## config.mk

```make
export PLATFORM = sky130hd
export DESIGN_NAME = button_debounce_double_press_setting_unit
export DESIGN_NICKNAME = d
export VERILOG_FILES = /design/src/rtl/bdps_pkg.sv /design/src/rtl/button_debounce_double_press_setting_unit.sv /design/src/rtl/bdps_eval.sv
export SDC_FILE = /design/constraint.sdc
export NUM_CORES = 1
export LEC_CHECK = 0
export BUFFER_PORTS_ARGS = -buffer_cell sky130_fd_sc_hd__buf_2
export CORE_MARGIN = 2
export CORE_UTILIZATION = 40
export DETAILED_ROUTE_END_ITERATION = 7
export PLACE_DENSITY_LB_ADDON = 0.2
export RECOVER_POWER = 50
export REMOVE_ABC_BUFFERS = 1
export SLEW_MARGIN = 10
export SYNTH_ARGS = -nofsm -noshare
export SYNTH_HDL_FRONTEND = slang
export SYNTH_SLANG_ARGS = --single-unit
```

## constraint.sdc

```tcl
create_clock -name clk -period 16.1 [get_ports clk]
set_input_delay 3.22 -clock clk [delete_from_list [all_inputs] [get_ports clk]]
set_output_delay 3.22 -clock clk [all_outputs]
set_load 0.005 [all_outputs]
```

## src/rtl/bdps_pkg.sv

```systemverilog
`timescale 1ns / 1ps
// ----------------------------------------------------------------------------
// bdps_pkg
// Shared types and codes for the button debounce and diameter setting unit.
// ----------------------------------------------------------------------------
package bdps_pkg;

  // event kinds carried on the input tuser
  localparam logic [1:0] OP_PRESS_ONE = 2'd0;
  localparam logic [1:0] OP_PRESS_TWO = 2'd1;
  localparam logic [1:0] OP_LOAD      = 2'd2;

  // configuration register indexes
  localparam logic [1:0] CFG_DEBOUNCE   = 2'd0;
  localparam logic [1:0] CFG_DOUBLE     = 2'd1;
  localparam logic [1:0] CFG_MIN_DIAM   = 2'd2;
  localparam logic [1:0] CFG_MAX_DIAM   = 2'd3;

  localparam logic [15:0] DEBOUNCE_RST = 16'd50;
  localparam logic [15:0] DOUBLE_RST   = 16'd500;
  localparam logic [7:0]  MIN_DIAM_RST = 8'd30;
  localparam logic [7:0]  MAX_DIAM_RST = 8'd100;

  localparam int IN_DATA_W  = 40;
  localparam int OUT_DATA_W = 24;

  typedef struct packed {
    logic [7:0]  max_diameter_cm;
    logic [7:0]  min_diameter_cm;
    logic [15:0] double_press_window_ms;
    logic [15:0] debounce_window_ms;
  } cfg_t;

  // packed so that the last field lands in the lowest bit
  typedef struct packed {
    logic [7:0] shown_value;
    logic [7:0] diameter_now;
    logic       save_request;
    logic       diameter_stepped;
    logic       mode_toggled;
    logic       settings_active;
    logic       accepted;
  } res_t;

endpackage

```

## src/rtl/button_debounce_double_press_setting_unit.sv

```systemverilog
`timescale 1ns / 1ps
// ----------------------------------------------------------------------------
// button_debounce_double_press_setting_unit
// Debounced two-button control of a wheel diameter with a double-press
// settings mode, one result beat per event beat.
// ----------------------------------------------------------------------------
//  channel | direction | tuser          | tdata (lowest bit up)
//  in_     | slave     | opcode[1:0]    | time_ms[31:0], load_value[7:0]
//  out_    | master    | -              | accepted, settings_active,
//          |           |                | mode_toggled, diameter_stepped,
//          |           |                | save_request, diameter_now[7:0],
//          |           |                | shown_value[7:0], 3 zero bits
//  cfg_    | write     | -              | cfg_addr picks the register
//
//  one event per cycle while the result is not stalled; input register, then
//  result register, with the state update done in one pass between them
//  reset clears the valid flags, the button state and the registers to
//  their defaults
//  a stalled result holds; the input stage keeps taking beats while the
//  result register is free or being drained
// ----------------------------------------------------------------------------
module button_debounce_double_press_setting_unit #(
  parameter int TIME_BITS = 32
) (
  input  logic                            clk,
  input  logic                            rst_n,
  input  logic                            in_tvalid,
  output logic                            in_tready,
  input  logic [bdps_pkg::IN_DATA_W-1:0]  in_tdata,   // time_ms, load_value
  input  logic [1:0]                      in_tuser,   // opcode
  output logic                            out_tvalid,
  input  logic                            out_tready,
  output logic [bdps_pkg::OUT_DATA_W-1:0] out_tdata,  // accepted .. shown_value
  input  logic                            cfg_we,
  input  logic [1:0]                      cfg_addr,
  input  logic [15:0]                     cfg_wdata
);
  import bdps_pkg::*;

  cfg_t                 cfg_r;
  logic                 s1_valid_r;
  logic [1:0]           s1_op_r;
  logic [31:0]          s1_time_r;
  logic [7:0]           s1_load_r;
  logic                 out_valid_r;
  res_t                 out_res_r;

  logic [TIME_BITS-1:0] last_one_r;
  logic [TIME_BITS-1:0] last_two_r;
  logic [TIME_BITS-1:0] prior_r;
  logic                 mode_r;
  logic [7:0]           diam_r;
  logic [7:0]           disp_r;

  logic [TIME_BITS-1:0] last_one_nxt;
  logic [TIME_BITS-1:0] last_two_nxt;
  logic [TIME_BITS-1:0] prior_nxt;
  logic                 mode_nxt;
  logic [7:0]           diam_nxt;
  logic [7:0]           disp_nxt;
  res_t                 res;

  logic [TIME_BITS-1:0] now;
  logic                 s1_adv;

  generate
    if (TIME_BITS >= 32) begin : g_time_wide
      assign now = TIME_BITS'(s1_time_r);
    end else begin : g_time_narrow
      assign now = s1_time_r[TIME_BITS-1:0];
    end
  endgenerate

  assign s1_adv     = !out_valid_r || out_tready;
  assign in_tready  = !s1_valid_r || s1_adv;
  assign out_tvalid = out_valid_r;
  assign out_tdata  = {{(OUT_DATA_W - $bits(res_t)){1'b0}}, out_res_r};

  bdps_eval #(
    .TIME_BITS (TIME_BITS)
  ) u_eval (
    .op              (s1_op_r),
    .now             (now),
    .load_value      (s1_load_r),
    .cfg             (cfg_r),
    .last_one        (last_one_r),
    .last_two        (last_two_r),
    .prior_press     (prior_r),
    .mode            (mode_r),
    .diam            (diam_r),
    .disp            (disp_r),
    .last_one_nxt    (last_one_nxt),
    .last_two_nxt    (last_two_nxt),
    .prior_press_nxt (prior_nxt),
    .mode_nxt        (mode_nxt),
    .diam_nxt        (diam_nxt),
    .disp_nxt        (disp_nxt),
    .res             (res)
  );

  always_ff @(posedge clk) begin
    if (!rst_n) begin
      cfg_r.debounce_window_ms     <= DEBOUNCE_RST;
      cfg_r.double_press_window_ms <= DOUBLE_RST;
      cfg_r.min_diameter_cm        <= MIN_DIAM_RST;
      cfg_r.max_diameter_cm        <= MAX_DIAM_RST;
      s1_valid_r                   <= 1'b0;
      out_valid_r                  <= 1'b0;
      last_one_r                   <= '0;
      last_two_r                   <= '0;
      prior_r                      <= '0;
      mode_r                       <= 1'b0;
      diam_r                       <= '0;
      disp_r                       <= '0;
    end else begin
      if (cfg_we) begin
        case (cfg_addr)
          CFG_DEBOUNCE: cfg_r.debounce_window_ms     <= cfg_wdata;
          CFG_DOUBLE:   cfg_r.double_press_window_ms <= cfg_wdata;
          CFG_MIN_DIAM: cfg_r.min_diameter_cm        <= cfg_wdata[7:0];
          CFG_MAX_DIAM: cfg_r.max_diameter_cm        <= cfg_wdata[7:0];
          default: begin
          end
        endcase
      end
      if (in_tready) begin
        s1_valid_r <= in_tvalid;
      end
      if (s1_adv) begin
        out_valid_r <= s1_valid_r;
        // state moves only when the event leaves the input stage
        if (s1_valid_r) begin
          last_one_r <= last_one_nxt;
          last_two_r <= last_two_nxt;
          prior_r    <= prior_nxt;
          mode_r     <= mode_nxt;
          diam_r     <= diam_nxt;
          disp_r     <= disp_nxt;
        end
      end
    end
  end

  always_ff @(posedge clk) begin
    if (in_tvalid && in_tready) begin
      s1_op_r   <= in_tuser;
      s1_time_r <= in_tdata[31:0];
      s1_load_r <= in_tdata[39:32];
    end
    if (s1_adv && s1_valid_r) begin
      out_res_r <= res;
    end
  end

endmodule

```

## src/rtl/bdps_eval.sv

```systemverilog
`timescale 1ns / 1ps
// ----------------------------------------------------------------------------
// bdps_eval
// Single-event update: debounce, double-press toggle, diameter stepping and load.
// ----------------------------------------------------------------------------
module bdps_eval #(
  parameter int TIME_BITS = 32
) (
  input  logic [1:0]           op,
  input  logic [TIME_BITS-1:0] now,
  input  logic [7:0]           load_value,
  input  bdps_pkg::cfg_t       cfg,
  input  logic [TIME_BITS-1:0] last_one,
  input  logic [TIME_BITS-1:0] last_two,
  input  logic [TIME_BITS-1:0] prior_press,
  input  logic                 mode,
  input  logic [7:0]           diam,
  input  logic [7:0]           disp,
  output logic [TIME_BITS-1:0] last_one_nxt,
  output logic [TIME_BITS-1:0] last_two_nxt,
  output logic [TIME_BITS-1:0] prior_press_nxt,
  output logic                 mode_nxt,
  output logic [7:0]           diam_nxt,
  output logic [7:0]           disp_nxt,
  output bdps_pkg::res_t       res
);
  import bdps_pkg::*;

  logic [TIME_BITS-1:0] el_btn;
  logic [TIME_BITS-1:0] el_prior;
  logic                 deb_ok;
  logic                 dbl_hit;
  logic [8:0]           up9;
  logic [7:0]           diam_inc;
  logic [7:0]           diam_m1;
  logic [7:0]           diam_dec;
  logic                 acc;
  logic                 tog;
  logic                 step;
  logic                 save;

  // wrapping differences, unsigned modulo 2^TIME_BITS
  assign el_btn   = now - (op[0] ? last_two : last_one);
  assign el_prior = now - prior_press;
  assign deb_ok   = el_btn >= TIME_BITS'(cfg.debounce_window_ms);
  assign dbl_hit  = el_prior < TIME_BITS'(cfg.double_press_window_ms);

  assign up9      = {1'b0, diam} + 9'd1;
  assign diam_inc = (up9 < {1'b0, cfg.max_diameter_cm}) ? up9[7:0] : cfg.max_diameter_cm;
  assign diam_m1  = diam - 8'd1;
  // zero steps down to the floor, never wraps
  assign diam_dec = ((diam != 8'd0) && (diam_m1 > cfg.min_diameter_cm)) ?
                    diam_m1 : cfg.min_diameter_cm;

  always_comb begin
    last_one_nxt    = last_one;
    last_two_nxt    = last_two;
    prior_press_nxt = prior_press;
    mode_nxt        = mode;
    diam_nxt        = diam;
    disp_nxt        = disp;
    acc             = 1'b0;
    tog             = 1'b0;
    step            = 1'b0;
    save            = 1'b0;
    case (op)
      OP_LOAD: begin
        diam_nxt = load_value;
        acc      = 1'b1;
      end
      OP_PRESS_ONE: begin
        if (deb_ok) begin
          acc             = 1'b1;
          last_one_nxt    = now;
          prior_press_nxt = now;
          if (dbl_hit) begin
            mode_nxt = !mode;
            tog      = 1'b1;
            disp_nxt = diam;
            save     = mode;
          end else if (mode) begin
            diam_nxt = diam_inc;
            disp_nxt = diam_inc;
            step     = 1'b1;
          end
        end
      end
      OP_PRESS_TWO: begin
        if (deb_ok) begin
          acc          = 1'b1;
          last_two_nxt = now;
          if (mode) begin
            diam_nxt = diam_dec;
            disp_nxt = diam_dec;
            step     = 1'b1;
          end
        end
      end
      default: begin
      end
    endcase
  end

  assign res.accepted         = acc;
  assign res.settings_active  = mode_nxt;
  assign res.mode_toggled     = tog;
  assign res.diameter_stepped = step;
  assign res.save_request     = save;
  assign res.diameter_now     = diam_nxt;
  assign res.shown_value      = disp_nxt;

endmodule

```

; ---- Word-level counts from Yosys, hierarchy flattened
; Cells that the tools add are included.
[word_totals]
output_inout_bits = 26
latchBits = 0
ram_bits = 0
mem_bits_ro = 0
ff_bits = 194
word_cells = 81
mem_count = 0
input_bits = 65
[classes]
n_reduce_logical = 21
mul = 0
eq_ne = 5
bitwise_logic = 0
addsub = 4
mux = 26
shifts = 0
n_lt_le_gt_ge = 4
div = 0
[op_table]
columns = op, n
row1 = $mux 8, 12
row2 = $sub 32x32->32, 2
row3 = $ge 32x16->1, 1
row4 = $lt 32x16->1, 1
row5 = $mux 32, 1
row6 = $pmux 8 s3, 1
row7 = $pmux 8 s2, 1
row8 = $reduce_and 2->1, 6
row9 = $add 8x1->9 const B, 1
row10 = $lt 9x8->1, 1
row11 = $mux 1, 9
row12 = $gt 8x8->1, 1
row13 = $reduce_and 4->1, 2
row14 = $reduce_bool 8->1, 1
row15 = $sub 8x1->8 const B, 1
row16 = $eq 2x2->1 const B, 3
row17 = $eq 2x1->1 const B, 2
row18 = $logic_not 2->1, 2
row19 = $pmux 1 s2, 2
row20 = $logic_and 1x1->1, 3
row21 = $logic_not 1->1, 3
row22 = $reduce_and 3->1, 1
row23 = $logic_or 1x1->1, 2
row24 = $reduce_or 2->1, 1

; ---- Depth between registers and ports, before layout
; Gate-level depths: netlist of run 1.
[depth]
ltp_word = 7
mapped_depth = 28
depth_no_buf = 24

; ---- By module
; Synthesis of run 1 repeated with hierarchy kept, for this count alone.
[unflattened]
cells_unflattened = 1945
area_unflattened_um2 = 16155.5
[by_module_without_submodules]
columns = module, seq_area_each_um2, area_per_inst_um2, n_inst, cells_per_inst
row1 = button_debounce_double_press_setting_unit, 5154.9, 8157.8, 1, 745
row2 = bdps_eval, 0.0, 7997.7, 1, 1200

; ---- Worst setup path after synthesis of run 1
; OpenSTA, ideal clock, no wires.
[synth_timing]
kind = input to output
startpoint = input out_tready
endpoint = output in_tready
n_path_buf = 0
path_stages = 2
required_ps = 12880
setup_slack_ps = 9394
arrival_ps = 3486
path_cell_list = nor2b_1 nand2_1
[synth_between]
elab_chain_cells = 2
[synth_rtl]
columns = element, line
row1 = "start, declared", button_debounce_double_press_setting_unit.sv:32  ; input logic out_tready,
row2 = $logic_or 1x1->1, button_debounce_double_press_setting_unit.sv:74  ; assign s1_adv = !out_valid_r || out_tready;
row3 = $logic_or 1x1->1, button_debounce_double_press_setting_unit.sv:75  ; assign in_tready = !s1_valid_r || s1_adv;
row4 = "end, declared", button_debounce_double_press_setting_unit.sv:28  ; output logic in_tready,
; No other way between the ends.

; ---- Worst setup path after layout of run 1
; Same ends and word-level chain as after synthesis.

==> results.toml, run 1 <==
[outcome]
status = "finished, violations left"
failed_checks = "capacitance limit, slew limit"

[clock_tree]
worst_setup_hold_path_clk_slew_ns = 0.07
tritoncts = "built"
tritoncts.num_buffers = 17
clk_latency_ns = 0.47
h-tree-depth = 4
cts_setup_buffers = 0
numClockSinks = 194
clk_path_buf_depth = 2
cts_hold_repair.buffers = 0
clock-root-buffer = "sky130_fd_sc_hd__clkbuf_16"
post_cts_resized = 0

[finish]
layout.nets = 1858
area_growth_syn_to_layout_pct = 9.48
finalCoreUtilization_pct = 44.1
postLayoutCellArea_um2 = 15100
drive_gt1_share_pct = 9.11
antenna_cells_inserted = 0

[setup_path]
path_delay_family = "simple AND/OR/NAND/NOR gates"
critical_path_peak_fanout = 4
crit_chain = "buf_2 -> nor2b_1 -> nand2_1 -> buf_2"
reg2reg_setup_slack_ns = 9.27
critical_path.n_buffers_inverters = 2
worst_setup_path_class = "in -> out"
cp_common_cell = "sky130_fd_sc_hd__buf_2"
r2r.worst_path.cells = 24
worst_r2r_endpoint = "prior_r[15]"
cp_slowest_cell = "sky130_fd_sc_hd__nor2b_1"
r2r_start = "s1_op_r[0]"
required_ns = 12.88
worstSetupEndpointType = "primary output"
critical_path.max_stage_delay_ns = 0.21
setup.worst_path.start_class = "input port"
arrival_ns = 3.75
timing.critical_path.depth = 4

[drt]
drt_first_iter_violations = 928
postRouteAntennaNets = 0
drt_pre_antenna_iters = 6
routed-via-count = 12200
remaining_drc_errors = 0
avgViaCountPerCell = 5.67
drt-total-wl_um = 39200
drt-wirelength-per-cell_um = 18.3

[logic_synthesis]
synthDistinctLibCells = 86
synth_most_common_cell = "sky130_fd_sc_hd__nand2_1"
avg_synthesized_cell_area_um2 = 8.40
synth_ff_type = "sky130_fd_sc_hd__dfxtp_1"
post_synth_inst_count = 1645
dominant_cell_type_by_area_after_synthesis = "sky130_fd_sc_hd__dfxtp_1"
synth_seq_area_share_pct = 32.7
yosys_warnings = 0
netlist_area_before_placement_um2 = 13800
area_fraction_of_the_dominant_cell_type_after_synthesis_pct = 19.0
synth_async_sr_flop_share_pct = 0
post_synth_main_area_contributors = "sky130_fd_sc_hd__dfxtp_1, sky130_fd_sc_hd__edfxtp_1, sky130_fd_sc_hd__ha_1, sky130_fd_sc_hd__mux2i_1, sky130_fd_sc_hd__a21oi_1"
synth-edff-count = 63
number_of_register_bits_inferred_by_synthesis = 194
most_frequent_cells_after_synthesis = "sky130_fd_sc_hd__nand2_1, sky130_fd_sc_hd__nor2_1, sky130_fd_sc_hd__a21oi_1, sky130_fd_sc_hd__dfxtp_1, sky130_fd_sc_hd__mux2i_1"

[timing]
holdWs_ns = 0.458
setup_viol = 0
accumulated_negative_setup_slack_ns = 0
timing.max_slew.rel_slack_pct = -65.2
max_freq_ghz = 0.143
transition_at_the_pin_with_the_smallest_max_transition_slack_ns = 2.48
clock_period_minus_final_worst_setup_slack_ns = 6.97
slew_viol_final = 76
fin_skew_ns = 0.0153
timing.final.crit_share_pct = 43.3
rsz0062_at_grt = "no"
finalHoldViolations = 0

[global_route]
grt_first_pass_wirelength_um = 62500
antenna_found_initial = 0
track_usage_pct = 22.0
pin_count_of_the_biggest_net_entering_global_routing = 69
grt_overflow_total = 0
number_of_global_route_vias_before_repair = 11500

[die]
core-area_um2 = 34300
floorplan.initialDensity_pct = 40.3
rows = 68
floorplan.die.width_um = 190
floorplan.die_area_um2 = 36000
top_level_ports = 91
fp.dieH_um = 190

[worst_hold_path]
whs_path_depth = 2
hold_path.class = "reg -> reg"
worstHoldStart = "cfg_r[11]"
min_to = "cfg_r[11]"

[power_and_ir_drop]
vdd_ir_drop_max_mv = 0.0811
total_switching_power_mw = 0.408
combinationalPowerShare_pct = 23.7
power.density_nw_per_um2 = 84.0
power.clock.fraction_pct = 33.4
sequential_power_share_pct = 42.8
internal-power_mw = 0.863
power.static_leakage_nw = 6.22
switching_share_pct = 32.1

[placement]
detailed_place.area_um2 = 14600
place.detailed.hpwl_um = 29500
place.port_buffers = 87
finalWeightedCongestion = 0.927

[run]
drv_cap = 2
cells by family after synthesis:
group | synth area share (%)
multiplexers | 9.06
AO/OA/AOI/OAI | 21.2
other | 0.0271
flip-flops | 32.7
adder cells (fa/ha/maj) | 10.6
AND/OR/NAND/NOR | 17.7
buffers and inverters | 5.47
XOR/XNOR | 3.30
power groups by stage:
| stage | Sequential [mW] | Combinational, mW | Clock [mW] |
|---|---|---|---|
| finish | 0.545 | 0.301 | 0.425 |
| global route | 0.548 | 0.336 | 0.456 |
| CTS | 0.544 | 0.301 | 0.439 |
| detailed placement | 0.555 | 0.299 | 0 |
| global placement | 0.555 | 0.295 | 0 |
| floorplan | 0.553 | 0.210 | 0 |
cells in the final DEF (no fill, tap or decap), types with 7 or more instances in the layout:
master / netlist / layout
sky130_fd_sc_hd__a21oi_1: 139 / 139
sky130_fd_sc_hd__ha_1: 114 / 114
sky130_fd_sc_hd__buf_2: 4 / 74
sky130_fd_sc_hd__a21boi_0: 8 / 8
sky130_fd_sc_hd__nand3_1: 33 / 31
sky130_fd_sc_hd__xnor2_1: 32 / 32
sky130_fd_sc_hd__o22ai_1: 8 / 8
sky130_fd_sc_hd__inv_1: 101 / 101
sky130_fd_sc_hd__and2_1: 9 / 8
sky130_fd_sc_hd__or3_1: 8 / 8
sky130_fd_sc_hd__o221ai_1: 7 / 7
sky130_fd_sc_hd__nand4_1: 31 / 31
sky130_fd_sc_hd__edfxtp_1: 63 / 63
sky130_fd_sc_hd__o21a_1: 26 / 26
sky130_fd_sc_hd__xor2_1: 20 / 20
sky130_fd_sc_hd__nor3_1: 21 / 21
sky130_fd_sc_hd__and3_1: 12 / 12
sky130_fd_sc_hd__o21ai_0: 73 / 73
sky130_fd_sc_hd__clkbuf_1: 70 / 16
sky130_fd_sc_hd__buf_4: 7 / 11
sky130_fd_sc_hd__mux2_2: 8 / 8
sky130_fd_sc_hd__nand2b_1: 14 / 14
sky130_fd_sc_hd__nand3b_1: 7 / 7
sky130_fd_sc_hd__nor4_1: 9 / 9
sky130_fd_sc_hd__a21o_1: 25 / 25
sky130_fd_sc_hd__a211oi_1: 13 / 13
sky130_fd_sc_hd__clkbuf_16: 0 / 17
sky130_fd_sc_hd__a31oi_1: 25 / 25
sky130_fd_sc_hd__and4_1: 8 / 8
sky130_fd_sc_hd__nor2_1: 156 / 156
sky130_fd_sc_hd__o21bai_1: 13 / 13
sky130_fd_sc_hd__or2_2: 8 / 8
sky130_fd_sc_hd__o211ai_1: 35 / 35
sky130_fd_sc_hd__dfxtp_1: 131 / 131
sky130_fd_sc_hd__mux2i_1: 116 / 116
sky130_fd_sc_hd__nand2_1: 171 / 171
routing by layer:
layer	up-vias	wire length, µm	GRT usage, %
met1	5726	18500	29.5
met5	-	0	0
met4	0	1260	8.62
li1	6039	-	-
met2	316	18000	36.1
met3	75	1450	2.91
worst reg2reg max path, stage by stage, from the launching register on:
cell and delay [ns]:
sky130_fd_sc_hd__edfxtp_1 0.32, sky130_fd_sc_hd__buf_4 0.68, sky130_fd_sc_hd__nand2_1 0.15, sky130_fd_sc_hd__o21a_1 0.16, sky130_fd_sc_hd__ha_1 0.27, sky130_fd_sc_hd__nor2b_1 0.14
sky130_fd_sc_hd__o2111a_1 0.24, sky130_fd_sc_hd__o21ai_1 0.45, sky130_fd_sc_hd__o2111ai_1 0.32, sky130_fd_sc_hd__and2_1 0.27, sky130_fd_sc_hd__o21ai_0 0.15, sky130_fd_sc_hd__nand2b_1 0.08
sky130_fd_sc_hd__xor2_1 0.14, sky130_fd_sc_hd__ha_1 0.18, sky130_fd_sc_hd__a21o_1 0.16, sky130_fd_sc_hd__or4_1 0.48, sky130_fd_sc_hd__nor4bb_1 0.31, sky130_fd_sc_hd__nand4_1 0.14
sky130_fd_sc_hd__nor4_1 0.30, sky130_fd_sc_hd__and4_1 0.31, sky130_fd_sc_hd__nand3_1 0.34, sky130_fd_sc_hd__nand3_2 0.17, sky130_fd_sc_hd__buf_4 0.53, sky130_fd_sc_hd__mux2i_1 0.33
sky130_fd_sc_hd__nor2_1 0.05
worst max-delay path by stage:
stage / endpoint / from / slack, ns
6_report: in_tready / out_tready / 9.13
3_5_place_dp: in_tready / out_tready / 9.12
4_1_cts: in_tready / out_tready / 9.12
5_1_grt: last_two_r[25] / s1_op_r[0] / 8.69
2_1_floorplan: prior_r[0] / s1_op_r[0] / 8.92
3_3_place_gp: in_tready / out_tready / 9.16
metrics by stage:
step / instances / total power [mW] / setup WS, ns
finish: 2145 / 1.27 / 9.13
global route: 2145 / 1.34 / 8.69
CTS: 2145 / 1.28 / 9.12
detailed placement: 2113 / 0.854 / 9.12
global placement: 2113 / 0.850 / 9.16
floorplan: 1558 / 0.762 / 8.92
flip-flops by register name, indices dropped and copies added (netlist names):
signal / cells
cfg_r: 48
diam_r: 8
disp_r: 8
last_two_r: 32
mode_r: 1
now: 32
out_tdata: 21
out_tvalid: 1
prior_r: 32
s1_load_r: 8
s1_op_r: 2
s1_valid_r: 1
area by class of cell:
cell class | count | area [µm²]
flip-flops and latches | 194 | 4510
clock inverters | 14 | 144
multi-input cells | 1262 | 8580
well taps | 455 | 569
inverters | 102 | 383
fillers | 3480 | 19200
clock buffers | 18 | 429
repair buffers | 100 | 509
Note: power is estimated with default switching activity, not from simulation.
==> run 2: changes to the inputs <==
==> constraint.sdc (replaced) <==
create_clock -name clk -period 7 [get_ports clk]
set_input_delay 1.4 -clock clk [delete_from_list [all_inputs] [get_ports clk]]
set_output_delay 1.4 -clock clk [all_outputs]
set_load 0.005 [all_outputs]
==> run 2 against run 1 <==
  * The run still ends with capacitance limit, slew limit left
  * Critical path depth up 21
  * Die area unchanged
  * Sequential share of layout area down 0.15 points
  * Worst setup slack worse by 8.2 ns
  * Clock power up 140%
  * Critical path type is now reg -> reg
  * Utilization up 0.23 points
  * Clock skew up 0.0032 ns
  * Hold slack about the same
  * Flip-flop and latch count unchanged
  * Largest power group unchanged
  * Non-clock buffer count up 2
  * Global-route usage up 0.68 points
==> results.toml, run 2 (synthesized netlist as in run 1, its figures left out) <==
[clock_tree]
numClockSinks = 194
worst_setup_hold_path_clk_slew_ns = 0.08
cts_setup_buffers = 0
clk_latency_ns = 0.47
post_cts_resized = 0
tritoncts = "built"
h-tree-depth = 4
cts_hold_repair.buffers = 0
clock-root-buffer = "sky130_fd_sc_hd__clkbuf_16"
tritoncts.num_buffers = 17
clk_path_buf_depth = 2

[timing]
timing.max_slew.rel_slack_pct = -75.0
accumulated_negative_setup_slack_ns = 0
slew_viol_final = 133
holdWs_ns = 0.459
transition_at_the_pin_with_the_smallest_max_transition_slack_ns = 2.62
clock_period_minus_final_worst_setup_slack_ns = 6.08
rsz0062_at_grt = "no"
timing.final.crit_share_pct = 86.9
max_freq_ghz = 0.164
fin_skew_ns = 0.0186
finalHoldViolations = 0
setup_viol = 0

[power_and_ir_drop]
finalPower_mw = 2.98
vdd_ir_drop_max_mv = 0.177
power.density_nw_per_um2 = 196
power.static_leakage_nw = 6.27

[setup_path]
r2r.worst_path.cells = 25
worst_setup_path_class = "reg -> reg"
critical_path_peak_fanout = 32
worst_r2r_endpoint = "last_two_r[19]"
worstSetupEndpointType = "flip-flop"
setup.worst_path.start_class = "flip-flop"
critical_path.max_stage_delay_ns = 0.40
cp_slowest_cell = "sky130_fd_sc_hd__fa_1"
r2r_start = "s1_op_r[0]"
reg2reg_setup_slack_ns = 0.92
arrival_ns = 6.37
required_ns = 7.29

[global_route]
grt_overflow_total = 0
pin_count_of_the_biggest_net_entering_global_routing = 65
track_usage_pct = 22.7
antenna_found_initial = 0
number_of_global_route_vias_before_repair = 11700
grt_first_pass_wirelength_um = 64400

[finish]
finalCoreUtilization_pct = 44.3
drive_gt1_share_pct = 9.16
commonest_cells_after_routing_fill_and_taps_aside = "sky130_fd_sc_hd__nand2_1, sky130_fd_sc_hd__nor2_1, sky130_fd_sc_hd__a21oi_1, sky130_fd_sc_hd__dfxtp_1, sky130_fd_sc_hd__mux2i_1"
postLayoutCellArea_um2 = 15200
area_growth_syn_to_layout_pct = 10.0
largest_register = "cfg_r"
antenna_cells_inserted = 0
layout.nets = 1860
largest_register_ffs = 48
layout.cells.most_common = "sky130_fd_sc_hd__nand2_1"

[die]
fp.dieH_um = 190
floorplan.die.width_um = 190
top_level_ports = 91
rows = 68
core-area_um2 = 34300
floorplan.die_area_um2 = 36000
floorplan.initialDensity_pct = 40.3

[drt]
drt-total-wl_um = 40600
drt_pre_antenna_iters = 8
postRouteAntennaNets = 0
drt-wirelength-per-cell_um = 18.9
avgViaCountPerCell = 5.67
drt_first_iter_violations = 935
routed-via-count = 12200
remaining_drc_errors = 0

[worst_hold_path]
whs_path_depth = 2
min_to = "cfg_r[37]"
worstHoldStart = "cfg_r[37]"
hold_path.class = "reg -> reg"

[placement]
detailed_place.area_um2 = 14600
place.detailed.hpwl_um = 30700
finalWeightedCongestion = 0.932
place.port_buffers = 87

[outcome]
status = "finished, violations left"
failed_checks = "capacitance limit, slew limit"

[run]
drv_cap = 4
## run 2: cell types whose count changed in the layout (fill, tap and decap cells not counted), moves of 2 or more
cell | before | now
sky130_fd_sc_hd__clkbuf_16 | 17 | 20
sky130_fd_sc_hd__inv_8 | 4 | 1
sky130_fd_sc_hd__buf_12 | 0 | 2
sky130_fd_sc_hd__inv_6 | 2 | 5
sky130_fd_sc_hd__clkinvlp_4 | 2 | 0
sky130_fd_sc_hd__clkbuf_8 | 0 | 3
## run 2: worst max path at each step
| stage | start | end | cells past startpoint |
|---|---|---|---|
| floorplan | s1_op_r[0] | prior_r[0] | 23 |
| global placement | s1_op_r[0] | last_two_r[3] | 25 |
| detailed placement | s1_op_r[0] | last_two_r[18] | 25 |
| CTS | s1_op_r[0] | last_two_r[10] | 25 |
| global route | s1_op_r[0] | prior_r[26] | 25 |
| finish | s1_op_r[0] | last_two_r[19] | 25 |
## run 2: worst max-delay path: cells and delay by family, from the launching register on
family,cells,cell delay (ns)
AND/OR/NAND/NOR,11,2.34
buffers and inverters,2,0.53
adder cells (fa/ha/maj),3,0.81
flip-flops,1,0.32
XOR/XNOR,1,0.11
AO/OA/AOI/OAI,6,1.11
multiplexers,2,0.61
## run 2: through the flow
stage               instances  worst slack [ns]
finish                   2147             0.916
floorplan                1558            -0.177
CTS                      2147             0.999
global placement         2115              1.09
global route             2147             0.485
detailed placement       2115              1.05
## run 2: report_power, final
part / switching [mW] / internal (mW)
Clock: 0.476 / 0.558
Sequential: 0.0431 / 1.21
Combinational: 0.422 / 0.273
## run 2: per-layer routing
metal	up-vias	GRT usage (%)	wire (µm)
met5	-	0	0
met4	0	7.25	935
met3	42	3.25	1620
met2	343	38.0	19000
met1	5735	30.2	19000
li1	6052	-	-
## run 2: layout make-up
cell class / instances / area (µm²)
Clock buffer: 24 / 546
Clock inverter: 8 / 72.6
Fill cell: 3427 / 19100
Inverter: 102 / 383
Multi-Input combinational cell: 1262 / 8570
Sequential cell: 194 / 4510
Tap cell: 455 / 569
Timing Repair Buffer: 102 / 547
